**src/sv/slx_pkg.sv**
```systemverilog
// shared types and constants of the script text lexer
`timescale 1ns / 1ps

package slx_pkg;

	// default counter widths
	localparam int POS_BITS_DEF  = 24;
	localparam int LINE_BITS_DEF = 20;

	// fixed widths of the result fields
	localparam int OFF_W = 24;
	localparam int LN_W  = 20;

	// word slots per group (one character causes at most two), and queue depth in groups
	localparam int GRP_N   = 3;
	localparam int Q_DEPTH = 4;

	typedef enum logic [2:0] {
		M_SKIP    = 3'd0,
		M_COMMENT = 3'd1,
		M_SLASH   = 3'd2,
		M_WORD    = 3'd3,
		M_STRING  = 3'd4,
		M_QUOTE   = 3'd5
	} mode_t;

	typedef enum logic [1:0] {
		K_OP   = 2'd0,
		K_WORD = 2'd1,
		K_STR  = 2'd2,
		K_ERR  = 2'd3
	} kind_t;

	typedef struct packed {
		logic [7:0] in_char;
		logic       in_last;
	} src_word_t;

	typedef struct packed {
		logic [7:0]       token_char;
		logic             char_valid;
		logic [1:0]       token_kind;
		logic             token_first;
		logic             token_last;
		logic [OFF_W-1:0] token_offset;
		logic [LN_W-1:0]  token_line;
		logic             stream_end;
	} tok_word_t;

	// results of one character, oldest in item[0]
	typedef struct packed {
		logic [1:0]                cnt;
		tok_word_t [GRP_N-1:0]     item;
	} grp_t;

	// queue status seen by front and back
	typedef struct packed {
		logic full;
		logic empty;
	} q_stat_t;

endpackage

```
**src/sv/slx_front.sv**
```systemverilog
// front end: character scanner that turns each character into a group of words
`timescale 1ns / 1ps

module slx_front import slx_pkg::*; #(
	parameter int POS_BITS  = POS_BITS_DEF,
	parameter int LINE_BITS = LINE_BITS_DEF
) (
	input  logic      clk,
	input  logic      arst_n,
	input  logic      src_valid,
	output logic      src_ready,
	input  src_word_t src_word,
	input  q_stat_t   stat,
	output logic      push,
	output grp_t      grp
);

	localparam logic [7:0] CH_TAB   = 8'h09;
	localparam logic [7:0] CH_LF    = 8'h0A;
	localparam logic [7:0] CH_CR    = 8'h0D;
	localparam logic [7:0] CH_SPACE = 8'h20;
	localparam logic [7:0] CH_QUOTE = 8'h22;
	localparam logic [7:0] CH_HASH  = 8'h23;
	localparam logic [7:0] CH_LPAR  = 8'h28;
	localparam logic [7:0] CH_RPAR  = 8'h29;
	localparam logic [7:0] CH_STAR  = 8'h2A;
	localparam logic [7:0] CH_PLUS  = 8'h2B;
	localparam logic [7:0] CH_COMMA = 8'h2C;
	localparam logic [7:0] CH_MINUS = 8'h2D;
	localparam logic [7:0] CH_SLASH = 8'h2F;
	localparam logic [7:0] CH_SEMI  = 8'h3B;
	localparam logic [7:0] CH_LT    = 8'h3C;
	localparam logic [7:0] CH_EQ    = 8'h3D;
	localparam logic [7:0] CH_GT    = 8'h3E;
	localparam logic [7:0] CH_LBRC  = 8'h7B;
	localparam logic [7:0] CH_RBRC  = 8'h7D;

	mode_t                mode_q;
	logic [7:0]           held_q;
	logic                 held_valid_q;
	logic [POS_BITS-1:0]  pos_q;
	logic [LINE_BITS-1:0] line_q;
	logic [POS_BITS-1:0]  tstart_q;
	logic                 first_q;

	mode_t                mode_d;
	logic [7:0]           held_d;
	logic                 held_valid_d;
	logic [LINE_BITS-1:0] line_d;
	logic [POS_BITS-1:0]  tstart_d;
	logic                 first_d;
	logic [POS_BITS-1:0]  pos_inc;
	logic                 accept;

	function automatic logic is_space(input logic [7:0] c);
		logic r;
		case (c) inside
			CH_SPACE, CH_TAB, CH_CR, CH_LF: r = 1'b1;
			default: r = 1'b0;
		endcase
		return r;
	endfunction

	function automatic logic is_oper(input logic [7:0] c);
		logic r;
		case (c) inside
			CH_COMMA, CH_EQ, CH_LPAR, CH_RPAR, CH_SEMI, CH_LBRC, CH_RBRC,
			CH_LT, CH_PLUS, CH_MINUS, CH_STAR, CH_SLASH, CH_GT: r = 1'b1;
			default: r = 1'b0;
		endcase
		return r;
	endfunction

	function automatic tok_word_t mk(input logic [7:0] ch, input logic vld, input kind_t kind,
			input logic first, input logic last, input logic [POS_BITS-1:0] off,
			input logic [LINE_BITS-1:0] line);
		tok_word_t w;
		w.token_char   = ch;
		w.char_valid   = vld;
		w.token_kind   = kind;
		w.token_first  = first;
		w.token_last   = last;
		w.token_offset = OFF_W'(off);
		w.token_line   = LN_W'(line);
		w.stream_end   = 1'b0;
		return w;
	endfunction

	assign src_ready = !stat.full;
	assign accept    = src_valid && src_ready;
	assign pos_inc   = (&pos_q) ? pos_q : pos_q + 1'b1;

	// scan one character: next state and the words it causes
	always_comb begin
		logic [7:0] c;
		logic       do_skip;
		logic [1:0] n;
		c            = src_word.in_char;
		do_skip      = 1'b0;
		n            = 2'd0;
		grp          = '0;
		mode_d       = mode_q;
		held_d       = held_q;
		held_valid_d = held_valid_q;
		line_d       = line_q;
		tstart_d     = tstart_q;
		first_d      = first_q;

		unique case (mode_q)
			M_COMMENT: begin
				if (c == CH_LF) begin
					line_d = (&line_d) ? line_d : line_d + 1'b1;
					mode_d = M_SKIP;
				end
			end
			M_SLASH: begin
				if (c == CH_SLASH) begin
					mode_d       = M_COMMENT;
					held_valid_d = 1'b0;
				end else begin
					grp.item[n]  = mk(CH_SLASH, 1'b1, K_OP, 1'b1, 1'b1, tstart_d, line_d);
					n            = n + 2'd1;
					held_valid_d = 1'b0;
					do_skip      = 1'b1;
				end
			end
			M_WORD: begin
				if (is_space(c) || is_oper(c) || c == CH_HASH) begin
					grp.item[n]  = mk(held_d, 1'b1, K_WORD, first_d, 1'b1, tstart_d, line_d);
					n            = n + 2'd1;
					held_valid_d = 1'b0;
					first_d      = 1'b1;
					do_skip      = 1'b1;
				end else begin
					grp.item[n] = mk(held_d, 1'b1, K_WORD, first_d, 1'b0, tstart_d, line_d);
					n           = n + 2'd1;
					first_d     = 1'b0;
					held_d      = c;
				end
			end
			M_STRING: begin
				if (c == CH_QUOTE) begin
					mode_d = M_QUOTE;
				end else begin
					if (held_valid_d) begin
						grp.item[n] = mk(held_d, 1'b1, K_STR, first_d, 1'b0, '0, line_d);
						n           = n + 2'd1;
						first_d     = 1'b0;
					end
					held_d       = c;
					held_valid_d = 1'b1;
				end
			end
			M_QUOTE: begin
				if (c == CH_QUOTE) begin
					// doubled quote stands for one quote character
					if (held_valid_d) begin
						grp.item[n] = mk(held_d, 1'b1, K_STR, first_d, 1'b0, '0, line_d);
						n           = n + 2'd1;
						first_d     = 1'b0;
					end
					held_d       = CH_QUOTE;
					held_valid_d = 1'b1;
					mode_d       = M_STRING;
				end else begin
					if (held_valid_d)
						grp.item[n] = mk(held_d, 1'b1, K_STR, first_d, 1'b1, pos_q, line_d);
					else
						grp.item[n] = mk(8'h00, 1'b0, K_STR, 1'b1, 1'b1, pos_q, line_d);
					n            = n + 2'd1;
					held_valid_d = 1'b0;
					first_d      = 1'b1;
					do_skip      = 1'b1;
				end
			end
			default: begin
				do_skip = 1'b1;
			end
		endcase

		// character seen with no token open
		if (do_skip) begin
			mode_d = M_SKIP;
			if (c == CH_HASH) begin
				mode_d = M_COMMENT;
			end else if (c == CH_SLASH) begin
				mode_d       = M_SLASH;
				held_d       = c;
				held_valid_d = 1'b1;
				tstart_d     = pos_q;
			end else if (is_space(c)) begin
				if (c == CH_LF)
					line_d = (&line_d) ? line_d : line_d + 1'b1;
			end else if (is_oper(c)) begin
				grp.item[n] = mk(c, 1'b1, K_OP, 1'b1, 1'b1, pos_q, line_d);
				n           = n + 2'd1;
			end else if (c == CH_QUOTE) begin
				mode_d       = M_STRING;
				held_valid_d = 1'b0;
				first_d      = 1'b1;
				tstart_d     = pos_q;
			end else begin
				mode_d       = M_WORD;
				held_d       = c;
				held_valid_d = 1'b1;
				first_d      = 1'b1;
				tstart_d     = pos_q;
			end
		end

		// buffer end flushes the open token
		if (src_word.in_last) begin
			case (mode_d)
				M_SLASH: begin
					grp.item[n] = mk(CH_SLASH, 1'b1, K_OP, 1'b1, 1'b1, tstart_d, line_d);
					n           = n + 2'd1;
				end
				M_WORD: begin
					grp.item[n] = mk(held_d, 1'b1, K_WORD, first_d, 1'b1, tstart_d, line_d);
					n           = n + 2'd1;
				end
				M_STRING: begin
					grp.item[n] = mk(8'h00, 1'b0, K_ERR, 1'b1, 1'b1, tstart_d, line_d);
					n           = n + 2'd1;
				end
				M_QUOTE: begin
					if (held_valid_d)
						grp.item[n] = mk(held_d, 1'b1, K_STR, first_d, 1'b1, pos_inc, line_d);
					else
						grp.item[n] = mk(8'h00, 1'b0, K_STR, 1'b1, 1'b1, pos_inc, line_d);
					n = n + 2'd1;
				end
				default: begin
				end
			endcase
			// status-only word when nothing else goes out
			if (n == 2'd0) begin
				grp.item[n] = mk(8'h00, 1'b0, K_OP, 1'b0, 1'b0, pos_inc, line_d);
				n           = n + 2'd1;
			end
			grp.item[n - 2'd1].stream_end = 1'b1;
		end
		grp.cnt = n;
	end

	assign push = accept && (grp.cnt != 2'd0);

	// scanner state
	always_ff @(posedge clk or negedge arst_n) begin
		if (!arst_n) begin
			mode_q       <= M_SKIP;
			held_q       <= '0;
			held_valid_q <= 1'b0;
			pos_q        <= '0;
			line_q       <= '0;
			tstart_q     <= '0;
			first_q      <= 1'b1;
		end else if (accept) begin
			if (src_word.in_last) begin
				mode_q       <= M_SKIP;
				held_q       <= '0;
				held_valid_q <= 1'b0;
				pos_q        <= '0;
				line_q       <= '0;
				tstart_q     <= '0;
				first_q      <= 1'b1;
			end else begin
				mode_q       <= mode_d;
				held_q       <= held_d;
				held_valid_q <= held_valid_d;
				pos_q        <= pos_inc;
				line_q       <= line_d;
				tstart_q     <= tstart_d;
				first_q      <= first_d;
			end
		end
	end

	// buffer end always leaves a clean scanner
	a_end_clears: assert property (@(posedge clk) disable iff (!arst_n)
		src_valid && src_ready && src_word.in_last |=>
			mode_q == M_SKIP && pos_q == '0 && line_q == '0 && !held_valid_q)
		else $error("scanner state not cleared after buffer end");

	// buffer end always produces at least one word
	a_end_pushes: assert property (@(posedge clk) disable iff (!arst_n)
		src_valid && src_ready && src_word.in_last |-> push)
		else $error("buffer end without a word");

	// a word group never goes to a full queue
	a_push_room: assert property (@(posedge clk) disable iff (!arst_n)
		push |-> !stat.full)
		else $error("push into full queue");

endmodule

```
**src/sv/slx_queue.sv**
```systemverilog
// queue of word groups between scanner and output stage
`timescale 1ns / 1ps

module slx_queue import slx_pkg::*; (
	input  logic    clk,
	input  logic    arst_n,
	input  logic    push,
	input  grp_t    grp_in,
	input  logic    pop,
	output grp_t    head,
	output q_stat_t stat
);

	localparam int PTR_W = $clog2(Q_DEPTH);
	localparam int CNT_W = $clog2(Q_DEPTH + 1);

	grp_t             slot_q [Q_DEPTH];
	logic [PTR_W-1:0] wr_ptr_q;
	logic [PTR_W-1:0] rd_ptr_q;
	logic [CNT_W-1:0] cnt_q;

	assign stat.full  = (cnt_q == CNT_W'(Q_DEPTH));
	assign stat.empty = (cnt_q == '0);
	assign head       = slot_q[rd_ptr_q];

	// storage
	always_ff @(posedge clk) begin
		if (push)
			slot_q[wr_ptr_q] <= grp_in;
	end

	// pointers and fill count
	always_ff @(posedge clk or negedge arst_n) begin
		if (!arst_n) begin
			wr_ptr_q <= '0;
			rd_ptr_q <= '0;
			cnt_q    <= '0;
		end else begin
			if (push)
				wr_ptr_q <= (wr_ptr_q == PTR_W'(Q_DEPTH - 1)) ? '0 : wr_ptr_q + 1'b1;
			if (pop)
				rd_ptr_q <= (rd_ptr_q == PTR_W'(Q_DEPTH - 1)) ? '0 : rd_ptr_q + 1'b1;
			if (push && !pop)
				cnt_q <= cnt_q + 1'b1;
			else if (pop && !push)
				cnt_q <= cnt_q - 1'b1;
		end
	end

	a_no_underflow: assert property (@(posedge clk) disable iff (!arst_n)
		pop |-> !stat.empty)
		else $error("pop from empty queue");

	a_fill_up: assert property (@(posedge clk) disable iff (!arst_n)
		push && !pop |=> cnt_q == $past(cnt_q) + 1'b1)
		else $error("fill count lost a push");

	a_ptr_gap: assert property (@(posedge clk) disable iff (!arst_n)
		stat.empty |-> wr_ptr_q == rd_ptr_q)
		else $error("pointers apart on empty queue");

endmodule

```
**src/sv/slx_back.sv**
```systemverilog
// back end: sends the words of each group one per cycle, while tok_ready allows, through an output register
`timescale 1ns / 1ps

module slx_back import slx_pkg::*; (
	input  logic      clk,
	input  logic      arst_n,
	input  grp_t      head,
	input  q_stat_t   stat,
	output logic      pop,
	output logic      tok_valid,
	input  logic      tok_ready,
	output tok_word_t tok_word
);

	logic       out_valid_q;
	tok_word_t  out_q;
	logic [1:0] idx_q;
	logic       load;
	logic       take;
	logic       grp_done;

	assign load     = !out_valid_q || tok_ready;
	assign take     = load && !stat.empty;
	assign grp_done = (idx_q == head.cnt - 2'd1);
	assign pop      = take && grp_done;

	assign tok_valid = out_valid_q;
	assign tok_word  = out_q;

	// output register
	always_ff @(posedge clk) begin
		if (take)
			out_q <= head.item[idx_q];
	end

	// output valid and position within the head group
	always_ff @(posedge clk or negedge arst_n) begin
		if (!arst_n) begin
			out_valid_q <= 1'b0;
			idx_q       <= '0;
		end else begin
			if (load)
				out_valid_q <= !stat.empty;
			if (take)
				idx_q <= grp_done ? 2'd0 : idx_q + 2'd1;
		end
	end

endmodule

```
**src/sv/script_text_lexer.sv**
```systemverilog
// top level of the script text lexer
//
//  channel    | direction | handshake              | word
//  src        | in        | src_valid / src_ready  | src_word_t: in_char, in_last
//  tok        | out       | tok_valid / tok_ready  | tok_word_t: one token character
//
// one character is taken per cycle while the group queue has room; the scanner
// computes its next state in combinational compare logic
// each character yields zero to two words, sent one per cycle from the output
// register while tok_ready allows
// a stalled output fills the four-group queue, then src_ready drops
// words pass the queue, then the output register; reset empties queue and scanner
`timescale 1ns / 1ps

module script_text_lexer import slx_pkg::*; #(
	parameter int POS_BITS  = POS_BITS_DEF,
	parameter int LINE_BITS = LINE_BITS_DEF
) (
	input  logic      clk,
	input  logic      arst_n,
	input  logic      src_valid,
	output logic      src_ready,
	input  src_word_t src_word,
	output logic      tok_valid,
	input  logic      tok_ready,
	output tok_word_t tok_word
);

	q_stat_t stat;
	grp_t    grp;
	grp_t    head;
	logic    push;
	logic    pop;

	// scanner
	slx_front #(
		.POS_BITS  (POS_BITS),
		.LINE_BITS (LINE_BITS)
	) u_front (
		.clk       (clk),
		.arst_n    (arst_n),
		.src_valid (src_valid),
		.src_ready (src_ready),
		.src_word  (src_word),
		.stat      (stat),
		.push      (push),
		.grp       (grp)
	);

	// group queue
	slx_queue u_queue (
		.clk    (clk),
		.arst_n (arst_n),
		.push   (push),
		.grp_in (grp),
		.pop    (pop),
		.head   (head),
		.stat   (stat)
	);

	// word serializer
	slx_back u_back (
		.clk       (clk),
		.arst_n    (arst_n),
		.head      (head),
		.stat      (stat),
		.pop       (pop),
		.tok_valid (tok_valid),
		.tok_ready (tok_ready),
		.tok_word  (tok_word)
	);

endmodule

```
**config.mk**
```make
export PLATFORM = sky130hd
export DESIGN_NAME = script_text_lexer
export DESIGN_NICKNAME = d
export VERILOG_FILES = /design/src/sv/slx_pkg.sv /design/src/sv/slx_front.sv /design/src/sv/slx_queue.sv /design/src/sv/slx_back.sv /design/src/sv/script_text_lexer.sv
export SDC_FILE = /design/constraint.sdc
export NUM_CORES = 1
export LEC_CHECK = 0
export BUFFER_PORTS_ARGS = -buffer_cell sky130_fd_sc_hd__buf_4
export CORE_MARGIN = 1.5
export CORE_UTILIZATION = 57
export CTS_CLUSTER_SIZE = 30
export DETAILED_ROUTE_END_ITERATION = 7
export HOLD_SLACK_MARGIN = 0.12
export PLACE_DENSITY_LB_ADDON = 0.05
export SLEW_MARGIN = 30
export SYNTH_ARGS = -nofsm -noshare
export SYNTH_HDL_FRONTEND = slang
export SYNTH_HIERARCHICAL = 1
export SYNTH_SLANG_ARGS = --single-unit
export TNS_END_PERCENT = 50
```
**constraint.sdc**
```tcl
create_clock -name clk -period 9.44 [get_ports clk]
set_clock_uncertainty 0.2 [all_clocks]
set_input_delay 1.888 -clock clk [delete_from_list [all_inputs] [get_ports clk]]
set_output_delay 1.888 -clock clk [all_outputs]
set_load 0.03 [all_outputs]
```
==> results of run 1 <==
[metal layers]
metal,vias up,routed length (µm),track usage
li1,10800,-,-
met4,0,3540,0.107
met5,-,0,0
met1,12800,43100,0.431
met2,1249,50500,0.485
met3,261,7930,0.0441
[cell usage after synthesis, types with 49 or more instances]
| cell | number |
|---|---|
| edfxtp_1 | 762 |
| nand2_1 | 257 |
| mux4_2 | 176 |
| o21ai_0 | 137 |
| nor2_1 | 130 |
| clkbuf_1 | 127 |
| a21oi_1 | 112 |
| mux2i_1 | 93 |
| dfrtp_1 | 90 |
| o21ai_1 | 71 |
| o22ai_1 | 61 |
| nor3_1 | 49 |
[registers in the layout, indices dropped and copies added, names as in the netlist, 2 cells and up]
signal,count
u_front/held_q,8
u_front/line_q,20
u_front/pos_q,24
u_back/tok_word,58
u_queue/slot_q,704
u_queue/wr_ptr_q,2
u_queue/rd_ptr_q,2
u_back/idx_q,2
u_queue/cnt_q,3
u_front/mode_q,3
u_front/tstart_q,24
[worst min-delay path, cell delays in order, from the launching register on]
cell and delay (ns):
dfrtp_1 0.37, nand2_1 0.05, o21ai_0 0.06
[layout make-up]
type / count / area, µm² / area share
diodes: 1 / 2.50 / 0.0000574
clock buffers: 109 / 2330 / 0.0535
clock inverters: 53 / 582 / 0.0133
inverters: 37 / 140 / 0.00321
multi-input cells: 1632 / 13000 / 0.298
flip-flops and latches: 853 / 25200 / 0.577
well taps: 873 / 1090 / 0.0250
repair buffers: 148 / 1290 / 0.0295
[cells by family (layout without fill, tap and decap cells)]
kind of cell / count (synthesis) / count (layout)
compound gates: 652 / 652
xor+xnor: 55 / 55
fa+ha+maj: 19 / 19
buf+inv: 224 / 347
flops: 853 / 853
mux: 275 / 275
other cells: 0 / 1
simple gates: 631 / 631
[power groups by stage]
stage          clock network (mW)  registers (mW)  logic, mW
2_1_floorplan                   0            5.53       2.87
3_3_place_gp                    0            5.32       4.56
4_1_cts                      3.54            5.28       4.61
3_5_place_dp                    0            5.35       4.59
6_report                     3.47            5.28       4.62
5_1_grt                      3.68            5.33       4.89
[how the worst max path moves through the flow]
stage	from	slack (ns)	endpoint
final	src_word[5]	1.84	u_queue/slot_q[0][12]$_DFFE_PP_
after global routing	src_word[6]	1.36	u_queue/slot_q[0][12]$_DFFE_PP_
after CTS	src_word[5]	1.96	u_queue/slot_q[0][81]$_DFFE_PP_
after detailed placement	src_word[5]	1.27	u_queue/slot_q[0][133]$_DFFE_PP_
after global placement	src_word[5]	1.29	u_queue/slot_q[0][16]$_DFFE_PP_
after floorplan	src_word[5]	-1.25	u_queue/slot_q[2][0]$_DFFE_PP_
[per-stage QoR]
| stage | cell area [µm²] | TNS (ns) |
|---|---|---|
| detailed placement | 40700 | 0 |
| floorplan | 39100 | -441.07 |
| global placement | 40700 | 0 |
| CTS | 43600 | 0 |
| global route | 43600 | 0 |
| finish | 43600 | 0 |
==> results.tsv, run 1 <==
stage	metric	value	unit
status	status	complete, no violations	
die	die height	265	µm
pwr	cell internal pwr	8.67	mW
synthesis	ys flop type	edfxtp_1	
clock_tree	# hold bufs at CTS	0	
finish	Syn-to-layout area delta	11.4	%
setup_path	Reg-to-Reg Start	u_front/mode_q[1]$_DFFE_PN0P_	
clock_tree	cts repair resizes	0	
synthesis	Post-Syn Area per Cell	14.4	µm²
finish	commonest non-fill, non-tap cell in the layout	edfxtp_1	
synthesis	Post-Syn Instances	2709	
setup_path	Data required, critical path	9.54	ns
setup_path	crit path max fanout	50	
drt	DRT Wirelength	105000	µm
place	# placed instances	3542	
synthesis	cell area after technology mapping	39100	µm²
synthesis	Async S/R FF share, synth	0.107	
synthesis	syn_nets	2741	
sta	Max Slew Vio Count	0	
finish	fin cells	3706	
synthesis	register area share after synthesis	0.643	
global_routing	antenna violations before repair	0	
synthesis	Post-synth EDFFs	762	
pwr	power share of the sequential group	0.395	
pwr	Worst VDD drop	0.000397	V
synthesis	Compound-Gate Fraction of Synth Area	0.109	
setup_path	crit end category	flip-flop	
global_routing	gr usage total	0.303	
die	Die ar.	70200	µm²
clock_tree	H-tree depth	3	
finish	share of cells above drive strength 1	0.183	
drt	wire length per cell after detailed routing	28.4	µm
place	DP Worst Slack	1.27	ns
worst_hold_path	Hold Startpoint	u_front/held_q[4]$_DFFE_PN0P_	
drt	DRC	0	
finish	# nets final	2791	
clock_tree	clock buffer depth	3	
synthesis	Synth area leaders	edfxtp_1 58%, mux4_2 10%, dfrtp_1 5.8%	
sta	Peak Freq	0.132	GHz
pwr	clock group share of total power	0.260	
pwr	Psw	4.70	mW
sta	RSZ-0062 raised after global routing	false	
clock_tree	clock latency at the later pin of the worst-skew pair	0.64	ns
setup_path	critical path class	in2reg	
die	Placeable Area	67500	µm²
die	Die Wd	265	µm
drt	drt first-iter violations	3161	
setup_path	Worst R2R Path Depth	18	
pwr	Net Sw Frac	0.352	
place	HPWL Detailed	67200	µm
setup_path	startpoint types	primary input	
sta	Hold Violations, Final	0	
synthesis	Yosys top cell by area	edfxtp_1	
finish	post-layout util	0.646	
drt	DRT antenna net count	0	
clock_tree	Post-CTS Setup Bufs	0	
finish	commonest non-fill, non-tap cells in the layout	762 x edfxtp_1, 255 x nand2_1, 176 x mux4_2	
drt	via count	25100	
global_routing	GRT overflow	0	
clock_tree	CTS tree	done	
place	GPL Wtd Cong	0.963	
finish	Fillers	4844	
die	Initial Util	0.580	
sta	Fin Hold WS	0.312	ns
pwr	power density cells	306	nW/µm²
synthesis	post-synth top area share	0.585	
die	Row Count	95	
clock_tree	clk sink count	853	
setup_path	crit-path cells	buf_4 > or3_1 > nor3_1 > buf_4 > a21boi_4 > nor2_1 > inv_1 > ha_1 > mux2i_1 > inv_1 > ha_1 > mux2i_1 > inv_1 > ha_1 > buf_4 > o31ai_1 > a22o_1 > o21a_1 > and2_4 > buf_12	
clock_tree	TritonCTS Buffers	87	
clock_tree	clock root buffer	clkbuf_16	
setup_path	Crit-path slowest cell	a21boi_4	
worst_hold_path	Worst Hold Class	reg2reg	
synthesis	post-synthesis xor/xnor area fraction	0.0125	
setup_path	WP data arrival	7.70	ns
sta	Final setup violation count	0	
synthesis	area share of fa/ha/maj cells after synthesis	0.00627	
setup_path	FF-to-FF setup slack	2.59	ns
die	I/O Pins	73	
sta	Slew @ Worst Pin	1.03	ns
global_routing	first-pass GRT wire length	159000	µm
clock_tree	Reg clk slew, reported paths	0.06	ns
setup_path	RR Endpoint	u_queue/slot_q[0][12]$_DFFE_PP_	
sta	Period minus WS final	7.60	ns
sta	final worst slack	1.84	ns
synthesis	mux contribution to synthesized area	0.127	
setup_path	number of cells on the critical path	20	
pwr	static leakage	14.9	nW
place	Buffers on Ports	72	
setup_path	Buf/Inv on CP	7	
worst_hold_path	worst hold endpoint	u_front/held_q[4]$_DFFE_PN0P_	
synthesis	Synth Area in Simple Gates	0.0758	
sta	relative slew slack	0.311	
pwr	Pwr Total	13.4	mW
synthesis	Ys Warns	6	
synthesis	post-synth cell types	94	
pwr	Gate power share	0.345	
synthesis	Synth Register Bits	853	
drt	drt pass-1 iters	6	
sta	fin crit share	0.805	
run	max_cap viols	0	
setup_path	delay-heaviest family, CP	compound AO/OA/AOI/OAI gates	
global_routing	vias in the first global route	24800	
setup_path	Largest stage delay, worst path	0.77	ns
drt	Vias per Instance	6.78	
global_routing	largest net degree at the start of global routing	69	
worst_hold_path	Hold Crit Depth	2	
synthesis	largest family of logic cells by synthesized area	multiplexers	
No activity file was read; power rests on OpenSTA's default activity.
==> run 2, diff against run 1 <==
--- a/config.mk
+++ b/config.mk
@@ -7,7 +7,7 @@
 export LEC_CHECK = 0
 export BUFFER_PORTS_ARGS = -buffer_cell sky130_fd_sc_hd__buf_4
 export CORE_MARGIN = 1.5
-export CORE_UTILIZATION = 57
+export CORE_UTILIZATION = 63
 export CTS_CLUSTER_SIZE = 30
 export DETAILED_ROUTE_END_ITERATION = 7
 export HOLD_SLACK_MARGIN = 0.12
==> constraint.sdc (replaced) <==
create_clock -name clk -period 7.21 [get_ports clk]
set_clock_uncertainty 0.2 [all_clocks]
set_input_delay 1.442 -clock clk [delete_from_list [all_inputs] [get_ports clk]]
set_output_delay 1.442 -clock clk [all_outputs]
set_load 0.03 [all_outputs]
==> results.tsv, run 2 (synthesized netlist as in run 1, its figures left out) <==
stage	metric	value	unit	change
clock_tree	Post-CTS Setup Bufs	0		unchanged
die	Initial Util	0.635		+0.0557
clock_tree	Reg clk slew, reported paths	0.06	ns	about the same
finish	commonest non-fill, non-tap cells in the layout	762 x edfxtp_1, 255 x nand2_1, 176 x mux4_2		
die	Die ar.	63600	µm²	-9.4%
finish	Reg area	25200	µm²	unchanged
finish	Syn-to-layout area delta	12.0	%	
sta	Peak Freq	0.158	GHz	
worst_hold_path	Worst Hold Class	reg2reg		
pwr	static leakage	15.0	nW	+1.1%
setup_path	startpoint types	primary input		
setup_path	Largest stage delay, worst path	0.56	ns	-0.21 ns
setup_path	Worst R2R Path Depth	20		+2
die	die height	252	µm	-4.8%
global_routing	vias in the first global route	25500		+2.6%
finish	largest reg by FF count	u_queue/slot_q		
drt	drt pass-1 iters	8		+2
setup_path	RR Endpoint	u_queue/cnt_q[2]$_DFFE_PN0P_		
clock_tree	clock buffer depth	3		unchanged
drt	via count	25800		+2.5%
pwr	power density cells	402	nW/µm²	+31%
setup_path	WP data arrival	6.67	ns	-1.03 ns
place	HPWL Detailed	66500	µm	-1.2%
worst_hold_path	Hold Startpoint	u_queue/cnt_q[2]$_DFFE_PN0P_		
finish	commonest non-fill, non-tap cell in the layout	edfxtp_1		
sta	Max Slew Vio Count	0		unchanged
die	Row Count	91		-4.2%
setup_path	FF-to-FF setup slack	1.45	ns	-1.14 ns
global_routing	GRT overflow	0		unchanged
die	I/O Pins	73		unchanged
finish	# nets final	2819		+1.0%
global_routing	first-pass GRT wire length	158000	µm	-0.67%
status	status	complete, no violations		
finish	# diodes	0		-1
drt	drt first-iter violations	3198		+1.2%
sta	Fin Hold WS	0.312	ns	-0.0000350 ns
drt	wire length per cell after detailed routing	28.5	µm	+0.63%
clock_tree	CTS tree	done		
global_routing	gr usage total	0.335		+0.0322
die	Placeable Area	61600	µm²	-8.8%
clock_tree	# hold bufs at CTS	0		unchanged
sta	relative slew slack	0.300		-0.0115
drt	DRT Wirelength	105000	µm	+0.34%
setup_path	crit-path cells	buf_4 > nand2_1 > a2111oi_0 > nand3_1 > clkinv_1 > nand2_1 > a21oi_1 > mux2i_1 > inv_1 > ha_1 > mux2i_1 > inv_1 > ha_1 > o31ai_1 > a22o_1 > o21a_1 > ha_1 > inv_1 > fa_1 > xor2_1 > nor2_1 > xor2_1		
pwr	Worst VDD drop	0.000570	V	+44%
global_routing	antenna violations before repair	1		+1
setup_path	Buf/Inv on CP	5		-2
sta	Period minus WS final	6.33	ns	
place	GPL Wtd Cong	0.973		+1.0%
sta	fin crit share	0.878		
global_routing	largest net degree at the start of global routing	99		+43%
clock_tree	clock latency at the later pin of the worst-skew pair	0.65	ns	about the same
drt	DRT antenna net count	0		unchanged
clock_tree	clock root buffer	clkbuf_16		
setup_path	Data required, critical path	7.55	ns	-1.99 ns
setup_path	crit path max fanout	11		-78%
worst_hold_path	worst hold endpoint	u_queue/cnt_q[2]$_DFFE_PN0P_		
clock_tree	TritonCTS Buffers	85		-2.3%
sta	Final setup violation count	0		unchanged
sta	Fin Setup TNS	0	ns	unchanged
clock_tree	cts repair resizes	0		unchanged
place	Buffers on Ports	72		unchanged
worst_hold_path	Hold Crit Depth	1		-1
drt	Vias per Instance	6.97		+2.8%
setup_path	Reg-to-Reg Start	u_front/mode_q[2]$_DFFE_PN0P_		
die	Die Wd	252	µm	-4.8%
drt	DRC	0		unchanged
run	max_cap viols	0		unchanged
finish	Largest register FFs	704		unchanged
sta	RSZ-0062 raised after global routing	false		
finish	Fillers	4020		-17%
finish	share of cells above drive strength 1	0.190		+0.00638
finish	area taken by multi-input logic gates	13000	µm²	about the same
clock_tree	clk sink count	853		unchanged
sta	Hold Violations, Final	0		unchanged
setup_path	Crit-path slowest cell	a2111oi_0		
setup_path	delay-heaviest family, CP	compound AO/OA/AOI/OAI gates		
clock_tree	H-tree depth	3		unchanged
setup_path	critical path class	in2reg		
setup_path	crit end category	flip-flop		
sta	Slew @ Worst Pin	1.05	ns	+0.0136 ns
==> run 2: cell count changes in the layout (fill, tap and decap cells not counted), moves of 3 or more <==
cell	previous run	this run
nor2_2	3	0
buf_4	132	159
buf_12	13	17
clkbuf_16	89	86
clkbuf_1	17	20
clkinvlp_4	5	2
nor2_1	127	130
clkinv_8	0	3
clkinv_2	19	16
inv_16	3	0
clkbuf_8	3	8
==> run 2: layer usage <==
layer,global-route usage,vias to the layer above,wire length [µm]
met5,0,-,12
li1,-,10900,-
met1,0.468,13100,41500
met4,0.137,2,4380
met2,0.531,1462,50200
met3,0.0593,311,9350
==> run 2: worst max-delay path by stage <==
stage	startpoint	end	slack [ns]	cells past startpoint
floorplan	src_word[5]	u_queue/slot_q[3][0]$_DFFE_PP_	0.04	18
global placement	src_word[6]	u_queue/cnt_q[2]$_DFFE_PN0P_	0.52	22
global route	src_word[6]	u_queue/cnt_q[2]$_DFFE_PN0P_	0.45	22
finish	src_word[6]	u_queue/cnt_q[2]$_DFFE_PN0P_	0.88	22
detailed placement	src_word[6]	u_queue/cnt_q[2]$_DFFE_PN0P_	0.38	22
CTS	src_word[6]	u_queue/cnt_q[2]$_DFFE_PN0P_	1.0	22
==> run 2: report_power, final <==
part	internal, mW	total (mW)	switching (mW)
clock	2.69	4.55	1.86
combinational	2.22	6.13	3.90
sequential	6.55	6.97	0.418
==> run 2: area by class of cell <==
| type | count | area share |
|---|---|---|
| flip-flops and latches | 853 | 0.574 |
| multi-input cells | 1632 | 0.296 |
| clock buffers | 114 | 0.0533 |
| repair buffers | 178 | 0.0359 |
| well taps | 837 | 0.0239 |
| clock inverters | 44 | 0.0132 |
| inverters | 37 | 0.00320 |
==> run 2: stage by stage <==
stage,power [mW],worst slack [ns],std cells,cell area (µm²),util
finish,17.6,0.879,3695,43800,0.712
global route,18.3,0.449,3695,43800,0.712
CTS,17.6,0.997,3694,43800,0.711
detailed placement,13.1,0.382,3536,40900,0.664
global placement,13.0,0.518,3536,40900,0.664
floorplan,10.9,0.0365,2709,39200,-
